File: src/hdl/svpwm_pkg.sv
`timescale 1ns / 1ps
`default_nettype none
package svpwm_pkg;

    localparam int SINE_FRAC_BITS_DEF = 16;
    localparam int PERIOD_BITS_DEF    = 16;
    localparam int FIELD_W            = 16;
    localparam int SECTOR_W           = 3;
    localparam int DEPTH_FRAC_BITS    = 15;
    localparam logic [16:0] FULL_TURN = 17'd36000;
    localparam logic [15:0] DEPTH_ONE = 16'd32768;
    localparam logic [15:0] PERIOD_RESET = 16'd1000;
    localparam int SECTOR_SPAN        = 6000;
    localparam int NUM_SECTORS        = 6;
    localparam int SINE_TABLE_DEPTH   = 6001;

    // sector codes
    localparam logic [SECTOR_W-1:0] SECTOR_0 = 3'd0;
    localparam logic [SECTOR_W-1:0] SECTOR_1 = 3'd1;
    localparam logic [SECTOR_W-1:0] SECTOR_2 = 3'd2;
    localparam logic [SECTOR_W-1:0] SECTOR_3 = 3'd3;
    localparam logic [SECTOR_W-1:0] SECTOR_4 = 3'd4;
    localparam logic [SECTOR_W-1:0] SECTOR_5 = 3'd5;

    // per-item payload travelling along the chain
    typedef struct packed {
        logic [15:0]         angle;
        logic [15:0]         depth;
        logic [SECTOR_W-1:0] sector;
    } svpwm_item_t;

    // sine in Q0.frac of hd hundredths of a degree, rounded to nearest
    function automatic logic [24:0] sine_q(input int hd, input int frac);
        real x;
        real s;
        x = real'(hd) * 3.14159265358979323846 / 18000.0;
        s = $sin(x) * (2.0 ** frac);
        return 25'($rtoi(s + 0.5));
    endfunction

endpackage
`default_nettype wire

File: src/hdl/svpwm_cell.sv
`timescale 1ns / 1ps
`default_nettype none
// one cell of the chain: takes the angle apart one sector step at a time
module svpwm_cell
    import svpwm_pkg::*;
#(
    parameter int STEP = 0
)(
    input  wire logic        clk,
    input  wire logic        rst_n,
    input  wire logic        adv,
    input  wire logic        vld_in,
    input  wire svpwm_item_t item_in,
    output logic             vld_out,
    output svpwm_item_t      item_out
);

    localparam logic [15:0] SPAN = 16'(SECTOR_SPAN);

    logic        vld_reg;
    svpwm_item_t item_reg;
    svpwm_item_t item_next;

    always_comb
    begin
        item_next = item_in;
        if (item_in.angle >= SPAN)
        begin
            item_next.angle  = item_in.angle - SPAN;
            item_next.sector = item_in.sector + 3'd1;
        end
    end

    always_ff @(posedge clk or negedge rst_n)
    begin
        if (!rst_n)
            vld_reg <= 1'b0;
        else if (adv)
            vld_reg <= vld_in;
    end

    always_ff @(posedge clk)
    begin
        if (adv)
            item_reg <= item_next;
    end

    assign vld_out  = vld_reg;
    assign item_out = item_reg;

    // a cell never leaves more than one span after its step count
    property p_sector_bound;
        @(posedge clk) disable iff (!rst_n)
        vld_reg |-> (item_reg.sector <= 3'(STEP + 1));
    endproperty
    a_sector_bound: assert property (p_sector_bound) else $error("sector past cell step");

    property p_hold;
        @(posedge clk) disable iff (!rst_n)
        !$past(adv) |-> $stable(vld_reg);
    endproperty
    a_hold: assert property (p_hold) else $error("cell moved without advance");

    property p_theta_range;
        @(posedge clk) disable iff (!rst_n)
        (vld_reg && STEP == NUM_SECTORS - 1) |-> (item_reg.angle < SPAN);
    endproperty
    a_theta_range: assert property (p_theta_range) else $error("theta out of sector");

endmodule
`default_nettype wire

File: config.mk
export PLATFORM = sky130hd
export DESIGN_NAME = svpwm_cell
export DESIGN_NICKNAME = d
export VERILOG_FILES = /design/src/hdl/svpwm_pkg.sv /design/src/hdl/svpwm_cell.sv
export SDC_FILE = /design/constraint.sdc
export NUM_CORES = 1
export LEC_CHECK = 0
export ABC_AREA = 1
export ABC_CLOCK_PERIOD_IN_PS = 2200
export BUFFER_PORTS_ARGS = -buffer_cell sky130_fd_sc_hd__buf_2
export CAP_MARGIN = 40
export CORE_AREA = 2 2 61 63
export CTS_CLUSTER_SIZE = 12
export DETAILED_ROUTE_END_ITERATION = 6
export DIE_AREA = 0 0 63 65
export GPL_TIMING_DRIVEN = 0
export HOLD_SLACK_MARGIN = 0.06
export PLACE_DENSITY = 0.87
export SYNTH_ARGS = -nofsm -noshare
export SYNTH_HDL_FRONTEND = slang
export SYNTH_SLANG_ARGS = --single-unit
File: constraint.sdc
create_clock -name clk -period 2.2 [get_ports clk]
set_input_delay 0.33 -clock clk [delete_from_list [all_inputs] [get_ports clk]]
set_output_delay 0.33 -clock clk [all_outputs]
set_load 0.02 [all_outputs]
==> run_results.csv, run 1 <==
group,metric,value,unit
critical_path,ff2ff_setup_slack,1.46,ns
timing,slew_viol_final,0,
min_path,hp-class,"primary input to flip-flop",
critical_path,startpoint_type,"primary input",
critical_path,arrival,1.44,ns
routing,firstDrtPassIters,4,
synth,syn_nets,177,
grt,grt_max_degree,37,
routing,routedWlPerCell,10.3,um
clock_tree,cts_root_buf,"clkbuf_4",
place,placed_area,2030,um2
clock_tree,clkTransAtPathRegs,0.10,ns
synth,synth_area,1600,um2
grt,grt_pass1_wl,4.40,mm
critical_path,cpMostUsedCell,"nand2_1",
floorplan,io_pins,75,
floorplan,rows,22,
min_path,whs_endpoint,"item_out[20]",
cells_and_area,final_net_count,259,
pwr,cellPowerDensity,675,nW/um2
timing,maxSlewHeadroom,0.510,
synth,ys_seq_area_frac,0.671,
synth,ys_warn_count,0,
timing,rsz0062_at_grt,"no",
cells_and_area,finalInstanceArea,2090,um2
routing,drc,0,
place,gp_congestion,0.766,
critical_path,max_stage_delay,0.21,ns
grt,gr-usage-all-layers,0.143,
clock_tree,cts.sinks,36,
routing,first_iter_violations,44,
routing,vias,1211,
grt,grt.met2_usage,0.250,
cells_and_area,drive_above_1_share,0.429,
clock_tree,cts_buffer_depth,2,
cells_and_area,fill_cells,293,
critical_path,critical_path.top_delay_family,"simple AND/OR/NAND/NOR gates",
critical_path,crit_path_top_delay_cell,"ha_1",
critical_path,critPathBufInv,2,
timing,setup_viol,0,
floorplan,die_h,65,um
critical_path,cp-end-kind,"flip-flop",
synth,avgSynthCellArea,11.8,um2
pwr,p_leak,0.988,nW
place,hpwl,2.15,mm
cells_and_area,diodes,0,
cells_and_area,regArea,1080,um2
critical_path,r2r-start,"vld_out",
critical_path,crit_path_max_fanout,10,
timing,finalSetupTns,0,ns
clock_tree,htreeDepth,2,
timing,fin_worst_hold_slack,0.177,ns
pwr,ir_drop,0.264,mV
synth,netlist_instances,136,
critical_path,reg2reg_to,"vld_out",
timing,fin_crit,1.36,ns
grt,antenna_found_initial,0,
clock_tree,cts_buffers,5,
min_path,whs_path_depth,1,
grt,gr-usage-met1,0.151,
clock_tree,cts_resized,0,
min_path,hp-start,"item_in[20]",
timing,fmax,0.733,GHz
floorplan,start_util,0.458,
grt,gr-usage-met3,0.0538,
grt,grt_overflow_total,0,
routing,viasPerCell,4.54,
grt,grt_pass1_vias,1043,
run_status,status,"finished clean",
floorplan,dieArea,4100,um2
clock_tree,postCtsSetupBuffers,0,
clock_tree,clk_latency,0.30,ns
cells_and_area,multi_input_comb_area,452,um2
floorplan,die_x,63,um
run,cap_violations,0,
routing,routed_wl,2.75,mm
timing,finalHoldViolCount,0,
grt,globalRoute.busiestLayer,"met2",
floorplan,core-area,3500,um2
critical_path,crit_type,"primary input to flip-flop",
place,io_buffers,74,
timing,skew,0,ns
timing,fin_crit_sh,0.620,
critical_path,worstPathCellList,"buf_2 -> ha_1 -> nand2_1 -> nand2_1 -> nand3_4 -> nand2_4 -> buf_12 -> nand2_1 -> nand2_1",
critical_path,required,2.28,ns
synth,ys_types,22,
routing,ant_nets,0,
clock_tree,cts_tree,"yes",
timing,worst_slew_pin_slew,0.735,ns
cells_and_area,area_growth,30.5,%
critical_path,reg2reg_depth,1,
synth,ys_seq_elements,36,
registers in the layout, summed over array words and instances (netlist names):
name,count
vld_out,1
item_out,35
synthesized netlist by cell type:
master    count  area, um2
a21boi_0      1       7.51
a21oi_1       1       5.00
buf_12        1       20.0
dfrtp_1       1       25.0
edfxtp_1     35       1050
ha_1          2       25.0
inv_1        11       41.3
inv_2         2       7.51
inv_4         1       6.26
mux2_2        1       11.3
nand2_1      40        150
nand2_2       1       6.26
nand2_4       2       22.5
nand3_1      16       80.1
nand3_2       1       10.0
nand3_4       1       17.5
nor2_1        6       22.5
nor2_2        3       18.8
nor2_4        1       11.3
o21ai_0       4       20.0
o21ai_2       1       8.76
xor2_1        4       35.0
placed cells by master, fill, tap and decap left out, types with 2 or more instances in the layout:
| cell | instances |
|---|---|
| nand3_1 | 16 |
| inv_1 | 11 |
| xor2_1 | 4 |
| buf_2 | 74 |
| clkbuf_1 | 3 |
| ha_1 | 2 |
| nand2_4 | 2 |
| o21ai_0 | 4 |
| nor2_2 | 3 |
| nor2_1 | 6 |
| inv_2 | 2 |
| edfxtp_1 | 35 |
| nand2_1 | 40 |
| clkbuf_4 | 5 |
cell type report:
type,count,area share
Clock buffer,8,0.0233
Inverter,14,0.0263
Sequential cell,36,0.514
Tap cell,48,0.0287
Multi-Input combinational cell,85,0.216
Buffer,1,0.00957
Timing Repair Buffer,75,0.182
metrics by stage:
stage | setup slack, ns | instances | utilization | power, W
after floorplan | 0.769 | 136 | - | 0.00101
after global placement | 0.528 | 258 | 0.582 | 0.00112
after detailed placement | 0.505 | 258 | 0.582 | 0.00113
after CTS | 0.864 | 267 | 0.598 | 0.00143
after global routing | 0.774 | 267 | 0.598 | 0.00149
final | 0.837 | 267 | 0.598 | 0.00141
power breakdown:
part | switching, W | internal, W
combinational | 0.000176 | 0.0000972
clock | 0.000177 | 0.000127
sequential | 0.0000131 | 0.000823
total | 0.000366 | 0.00105
routing by layer:
metal,up-vias,share of wire
met4,0,0.022
met5,-,0
met2,48,0.51
met3,7,0.091
li1,625,-
met1,531,0.38
cells by family (layout without fill, tap and decap cells):
group | after synthesis | in the layout | synth area share
XOR/XNOR | 4 | 4 | 0.0219
flip-flops | 36 | 36 | 0.671
AND/OR/NAND/NOR | 71 | 71 | 0.212
AO/OA/AOI/OAI | 7 | 7 | 0.0258
buffers and inverters | 15 | 98 | 0.0468
multiplexers | 1 | 1 | 0.00703
adder cells (fa/ha/maj) | 2 | 2 | 0.0156
timing repair:
action	CTS	global route
hold buffers	1	0
endpoints found under the hold margin	1	0
endpoints found under the setup margin	0	0
how the worst max path moves through the flow:
stage / slack [ns] / from / depth (start not counted) / to
2_1_floorplan: 0.77 / item_in[23] / 8 / item_out[26]
3_3_place_gp: 0.53 / item_in[23] / 9 / item_out[24]
3_5_place_dp: 0.51 / item_in[23] / 9 / item_out[1]
4_1_cts: 0.86 / item_in[23] / 9 / item_out[1]
5_1_grt: 0.77 / item_in[23] / 9 / item_out[2]
6_report: 0.84 / item_in[23] / 9 / item_out[1]
No activity file was read; power rests on OpenSTA's default activity.
==> run 2, diff against run 1 <==
- ABC_CLOCK_PERIOD_IN_PS: 2200 -> 1300
- CORE_AREA: 2 2 61 63 -> 2 2 63 65
- DIE_AREA: 0 0 63 65 -> 0 0 65 67
- PLACE_DENSITY: 0.87 -> 0.83
- clock period: 2.2 -> 1.3 ns (I/O delays scaled with it)
==> run_results.csv, run 2 (same netlist as run 1, synthesis figures left out) <==
group,metric,value,unit
cells_and_area,area_growth,33.6,%
critical_path,cp-end-kind,"flip-flop",
routing,drc,0,
clock_tree,htreeDepth,2,
timing,finalHoldViolCount,0,
floorplan,dieArea,4360,um2
cells_and_area,final_common_cell,"buf_2",
critical_path,cpMostUsedCell,"nand2_1",
critical_path,crit_path_top_delay_cell,"ha_1",
timing,rsz0062_at_grt,"no",
grt,grt_overflow_total,0,
place,io_buffers,74,
critical_path,reg2reg_depth,1,
place,hpwl,2.31,mm
critical_path,max_stage_delay,0.22,ns
clock_tree,clkTransAtPathRegs,0.07,ns
routing,vias,1214,
critical_path,ff2ff_setup_slack,0.56,ns
pwr,cellPowerDensity,1210,nW/um2
cells_and_area,final_cell_mix,"buf_2, nand2_1, edfxtp_1, nand3_1, inv_1",
critical_path,arrival,1.23,ns
clock_tree,cts_buffer_depth,2,
pwr,ir_drop,0.552,mV
routing,routed_wl,2.97,mm
cells_and_area,fill_cells,322,
cells_and_area,multi_input_comb_area,452,um2
timing,fmax,0.830,GHz
clock_tree,cts_tree,"yes",
routing,ant_nets,0,
cells_and_area,largest_register_ffs,35,
critical_path,crit_path_max_fanout,10,
clock_tree,clk_latency,0.28,ns
clock_tree,cts_resized,0,
cells_and_area,drive_above_1_share,0.443,
timing,fin_crit,1.21,ns
cells_and_area,fin_util,0.594,
timing,finalSetupTns,0,ns
run_status,status,"finished clean",
run,cap_violations,0,
floorplan,io_pins,75,
routing,firstDrtPassIters,6,
critical_path,required,1.33,ns
timing,setup_viol,0,
pwr,power,0.00259,W
timing,worst_slew_pin_slew,0.728,ns
timing,maxSlewHeadroom,0.515,
clock_tree,cts_buffers,5,
cells_and_area,diodes,0,
min_path,whs_path_depth,1,
critical_path,startpoint_type,"primary input",
grt,antenna_found_initial,0,
cells_and_area,final_net_count,261,
place,gp_congestion,0.769,
timing,slew_viol_final,0,
floorplan,die_h,67,um
routing,routedWlPerCell,11.0,um
routing,first_iter_violations,58,
grt,gr-usage-all-layers,0.148,
routing,viasPerCell,4.51,
pwr,p_leak,1.02,nW
clock_tree,cts.sinks,36,
clock_tree,cts_root_buf,"clkbuf_8",
floorplan,core-area,3610,um2
critical_path,crit_type,"primary input to flip-flop",
timing,fin_crit_sh,0.927,
min_path,hp-class,"primary input to flip-flop",
floorplan,start_util,0.444,
grt,grt_pass1_vias,1053,
critical_path,worstPathCellList,"buf_2 -> ha_1 -> nand2_1 -> nand2_1 -> nand3_4 -> nand2_4 -> buf_12 -> nand2_1 -> nand2_1",
grt,grt_max_degree,37,
floorplan,rows,22,
timing,skew,0,ns
floorplan,die_x,65,um
cells_and_area,regArea,1080,um2
grt,grt_pass1_wl,4.67,mm
==> run 2: routing by layer <==
metal / track usage / vias up / share of wire
li1: - / 626 / -
met1: 0.162 / 544 / 0.41
met2: 0.262 / 40 / 0.53
met3: 0.0456 / 4 / 0.049
met4: 0.0718 / 0 / 0.012
met5: 0 / - / 0
==> run 2: repair_timing <==
action                                 CTS  global route
setup endpoints to repair                0             9
setup buffers                            0             2
endpoints found under the hold margin    1             0
hold buffers                             1             0
==> run 2: critical path: cells and delay by family <==
kind          cells  cell delay, ns
simple gates      6            0.54
buf+inv           2            0.27
fa+ha+maj         1            0.22
==> run 2: area by class of cell <==
cell class,count,area share
flip-flops and latches,36,0.503
multi-input cells,85,0.211
repair buffers,77,0.185
clock buffers,5,0.0321
well taps,48,0.0281
inverters,14,0.0257
plain buffers,1,0.00935
clock inverters,3,0.00643
==> run 2: path summary, 6_finish.rpt <==
check / from / endpoint
min in group asynchronous: rst_n / vld_out
max in group asynchronous: rst_n / vld_out
worst max-delay path: item_in[23] / item_out[0]
worst min register to register: vld_out / vld_out
worst max register to register: vld_out / vld_out
worst min-delay path: item_in[10] / item_out[10]
==> run 2: power breakdown <==
part | switching (W) | internal, W | total, W
registers | 0.0000222 | 0.00140 | 0.00142
clock network | 0.000346 | 0.000362 | 0.000709
logic | 0.000300 | 0.000166 | 0.000466
==> run 2: metrics by stage <==
step	hold slack (ns)	setup slack [ns]	instances	area, um2
after global routing	0.0680	0.0357	269	2140
after detailed placement	-0.0286	-0.267	258	2030
after floorplan	-0.101	0.00431	136	1600
final	0.0902	0.0948	269	2140
after global placement	-0.0304	-0.257	258	2030
after CTS	0.0766	0.0272	267	2130
==> run 3, diff against run 2 <==
- ABC_AREA: 1 -> 0
- CORE_AREA: 2 2 63 65 -> 2 2 60 62
- DIE_AREA: 0 0 65 67 -> 0 0 62 64
- PLACE_DENSITY: 0.83 -> 0.84
==> run_results.csv, run 3 <==
group,metric,value,unit
grt,gr-usage-met1,0.181,
critical_path,reg2reg_to,"vld_out",
clock_tree,cts_buffers,5,
synth,syn_nets,125,
synth,ys_types,22,
synth,synth_edf_count,35,
routing,routed_wl,3.42,mm
clock_tree,clk_latency,0.32,ns
timing,slew_viol_final,0,
synth,ys_seq_area_frac,0.760,
synth,synth_area,1420,um2
floorplan,io_pins,75,
cells_and_area,fin_util,0.642,
critical_path,crit_path_max_fanout,4,
synth,yosys-top-cells-count,"edfxtp_1, nand2_1, xnor2_1",
timing,fin_crit,1.25,ns
critical_path,max_stage_delay,0.26,ns
place,hpwl,2.19,mm
grt,grt_pass1_vias,1118,
timing,fin_crit_sh,0.960,
synth,ys_seq_elements,36,
synth,synth_top_area_share,0.743,
synth,synthTopCellsByArea,"edfxtp_1, xnor2_1, mux2_2",
routing,vias,1082,
grt,gr-usage-all-layers,0.181,
clock_tree,clkTransAtPathRegs,0.10,ns
routing,firstDrtPassIters,4,
place,placed_area,1840,um2
grt,grt.met2_usage,0.318,
grt,grt_overflow_total,0,
critical_path,crit_start,"item_in[23]",
critical_path,path_depth,6,
routing,viasPerCell,4.64,
synth,avgSynthCellArea,16.8,um2
synth,netlist_instances,84,
cells_and_area,final_common_cell,"buf_2",
synth,ys_warn_count,0,
cells_and_area,final_cell_mix,"buf_2, edfxtp_1, dlygate4sd3_1, nand2_1, xnor2_1",
timing,skew,0,ns
critical_path,arrival,1.34,ns
timing,worst_slew_pin_slew,0.758,ns
routing,first_iter_violations,34,
place,io_buffers,74,
cells_and_area,area_growth,48.9,%
routing,drc,0,
timing,fmax,0.801,GHz
clock_tree,cts_root_buf,"clkbuf_4",
timing,finalHoldViolCount,0,
clock_tree,cts.sinks,36,
critical_path,worstPathCellList,"buf_2 -> ha_1 -> a21oi_1 -> o211ai_2 -> buf_4 -> mux2_2",
min_path,hp-class,"primary input to flip-flop",
place,gp_congestion,0.848,
critical_path,ff2ff_setup_slack,0.53,ns
grt,globalRoute.busiestLayer,"met2",
critical_path,reg2reg_depth,1,
clock_tree,cts_tree,"yes",
synth,async_flop_share,0.0278,
critical_path,critPathBufInv,2,
critical_path,endpoint,"item_out[24]",
run,cap_violations,0,
critical_path,r2r-start,"vld_out",
grt,grt_pass1_wl,4.97,mm
pwr,cellPowerDensity,1160,nW/um2
routing,routedWlPerCell,14.7,um
floorplan,rows,21,
timing,rsz0062_at_grt,"no",
routing,ant_nets,0,
clock_tree,cts_resized,0,
synth,yosysMostFrequentCell,"edfxtp_1",
cells_and_area,final_net_count,228,
clock_tree,htreeDepth,2,
timing,maxSlewHeadroom,0.495,
floorplan,die_h,64,um
cells_and_area,fill_cells,225,
critical_path,crit_type,"primary input to flip-flop",
floorplan,dieArea,3970,um2
cells_and_area,diodes,0,
grt,antenna_found_initial,0,
cells_and_area,largest_register_ffs,35,
critical_path,crit_path_top_delay_cell,"mux2_2",
critical_path,cp-end-kind,"flip-flop",
floorplan,start_util,0.431,
critical_path,critical_path.top_delay_family,"compound AO/OA/AOI/OAI gates",
cells_and_area,drive_above_1_share,0.476,
clock_tree,cts_buffer_depth,2,
synth,synth-main-ff-cell,"edfxtp_1",
grt,grt_max_degree,37,
pwr,p_leak,0.928,nW
cells_and_area,finalInstanceArea,2110,um2
timing,setup_viol,0,
synth,synth_top_area_cell,"edfxtp_1",
critical_path,startpoint_type,"primary input",
pwr,ir_drop,0.375,mV
critical_path,required,1.39,ns
grt,gr-usage-met3,0.0830,
floorplan,core-area,3280,um2
run_status,status,"finished clean",
floorplan,die_x,62,um
## run 3: final cells by class
cell class | instances | area (um2) | share of cell area
Buffer | 1 | 11.3 | 0.00534
Timing Repair Buffer | 96 | 588 | 0.279
Multi-Input combinational cell | 45 | 320 | 0.152
Tap cell | 46 | 57.6 | 0.0273
Inverter | 2 | 7.51 | 0.00356
Sequential cell | 36 | 1080 | 0.511
Clock buffer | 6 | 41.3 | 0.0196
Clock inverter | 1 | 5.00 | 0.00238
## run 3: report_power, final
group	internal [W]	switching, W
registers	0.00139	0.0000285
logic	0.000202	0.000279
clock network	0.000199	0.000347
## run 3: stage by stage
stage,hold slack (ns),std cells,setup WS (ns),setup TNS [ns],total power [W]
after global placement,-0.0311,204,-0.260,-3.19,0.00186
after detailed placement,-0.0224,204,-0.237,-2.99,0.00187
final,0.118,233,0.0520,0,0.00245
after floorplan,-0.101,84,0.0147,0,0.00167
after global routing,0.0967,233,0.0146,0,0.00257
after CTS,0.113,232,0.112,0,0.00244
## run 3: worst min-delay path by stage
stage / startpoint / end / slack, ns / cells after the start
4_1_cts: vld_in / vld_out / 0.11 / 2
5_1_grt: vld_in / vld_out / 0.1 / 2
3_5_place_dp: rst_n / vld_out / -0.02 / 1
2_1_floorplan: rst_n / vld_out / -0.10 / 0
3_3_place_gp: rst_n / vld_out / -0.03 / 1
6_report: vld_in / vld_out / 0.12 / 2
## run 3: repair_timing
| action | CTS | global route |
|---|---|---|
| hold endpoints to repair | 21 | 0 |
| hold buffers | 21 | 0 |
| buffers inserted | 0 | 1 |
| endpoints found under the setup margin | 0 | 1 |
## run 3: per-layer routing
layer  up-vias  wire, um
li1        522         -
met1       494      1280
met2        61      1710
met3         5       391
met4         0        42
met5         -         0
## run 3: logic make-up (layout without fill, tap and decap cells)
kind of cell    Yosys count  in the layout  synth area share
fa+ha+maj                 2              2            0.0177
simple gates             19             19            0.0610
buf+inv                   3            106            0.0133
xor+xnor                  9              9            0.0557
compound gates            9              9            0.0460
mux                       6              6            0.0460
flops                    36             36             0.760
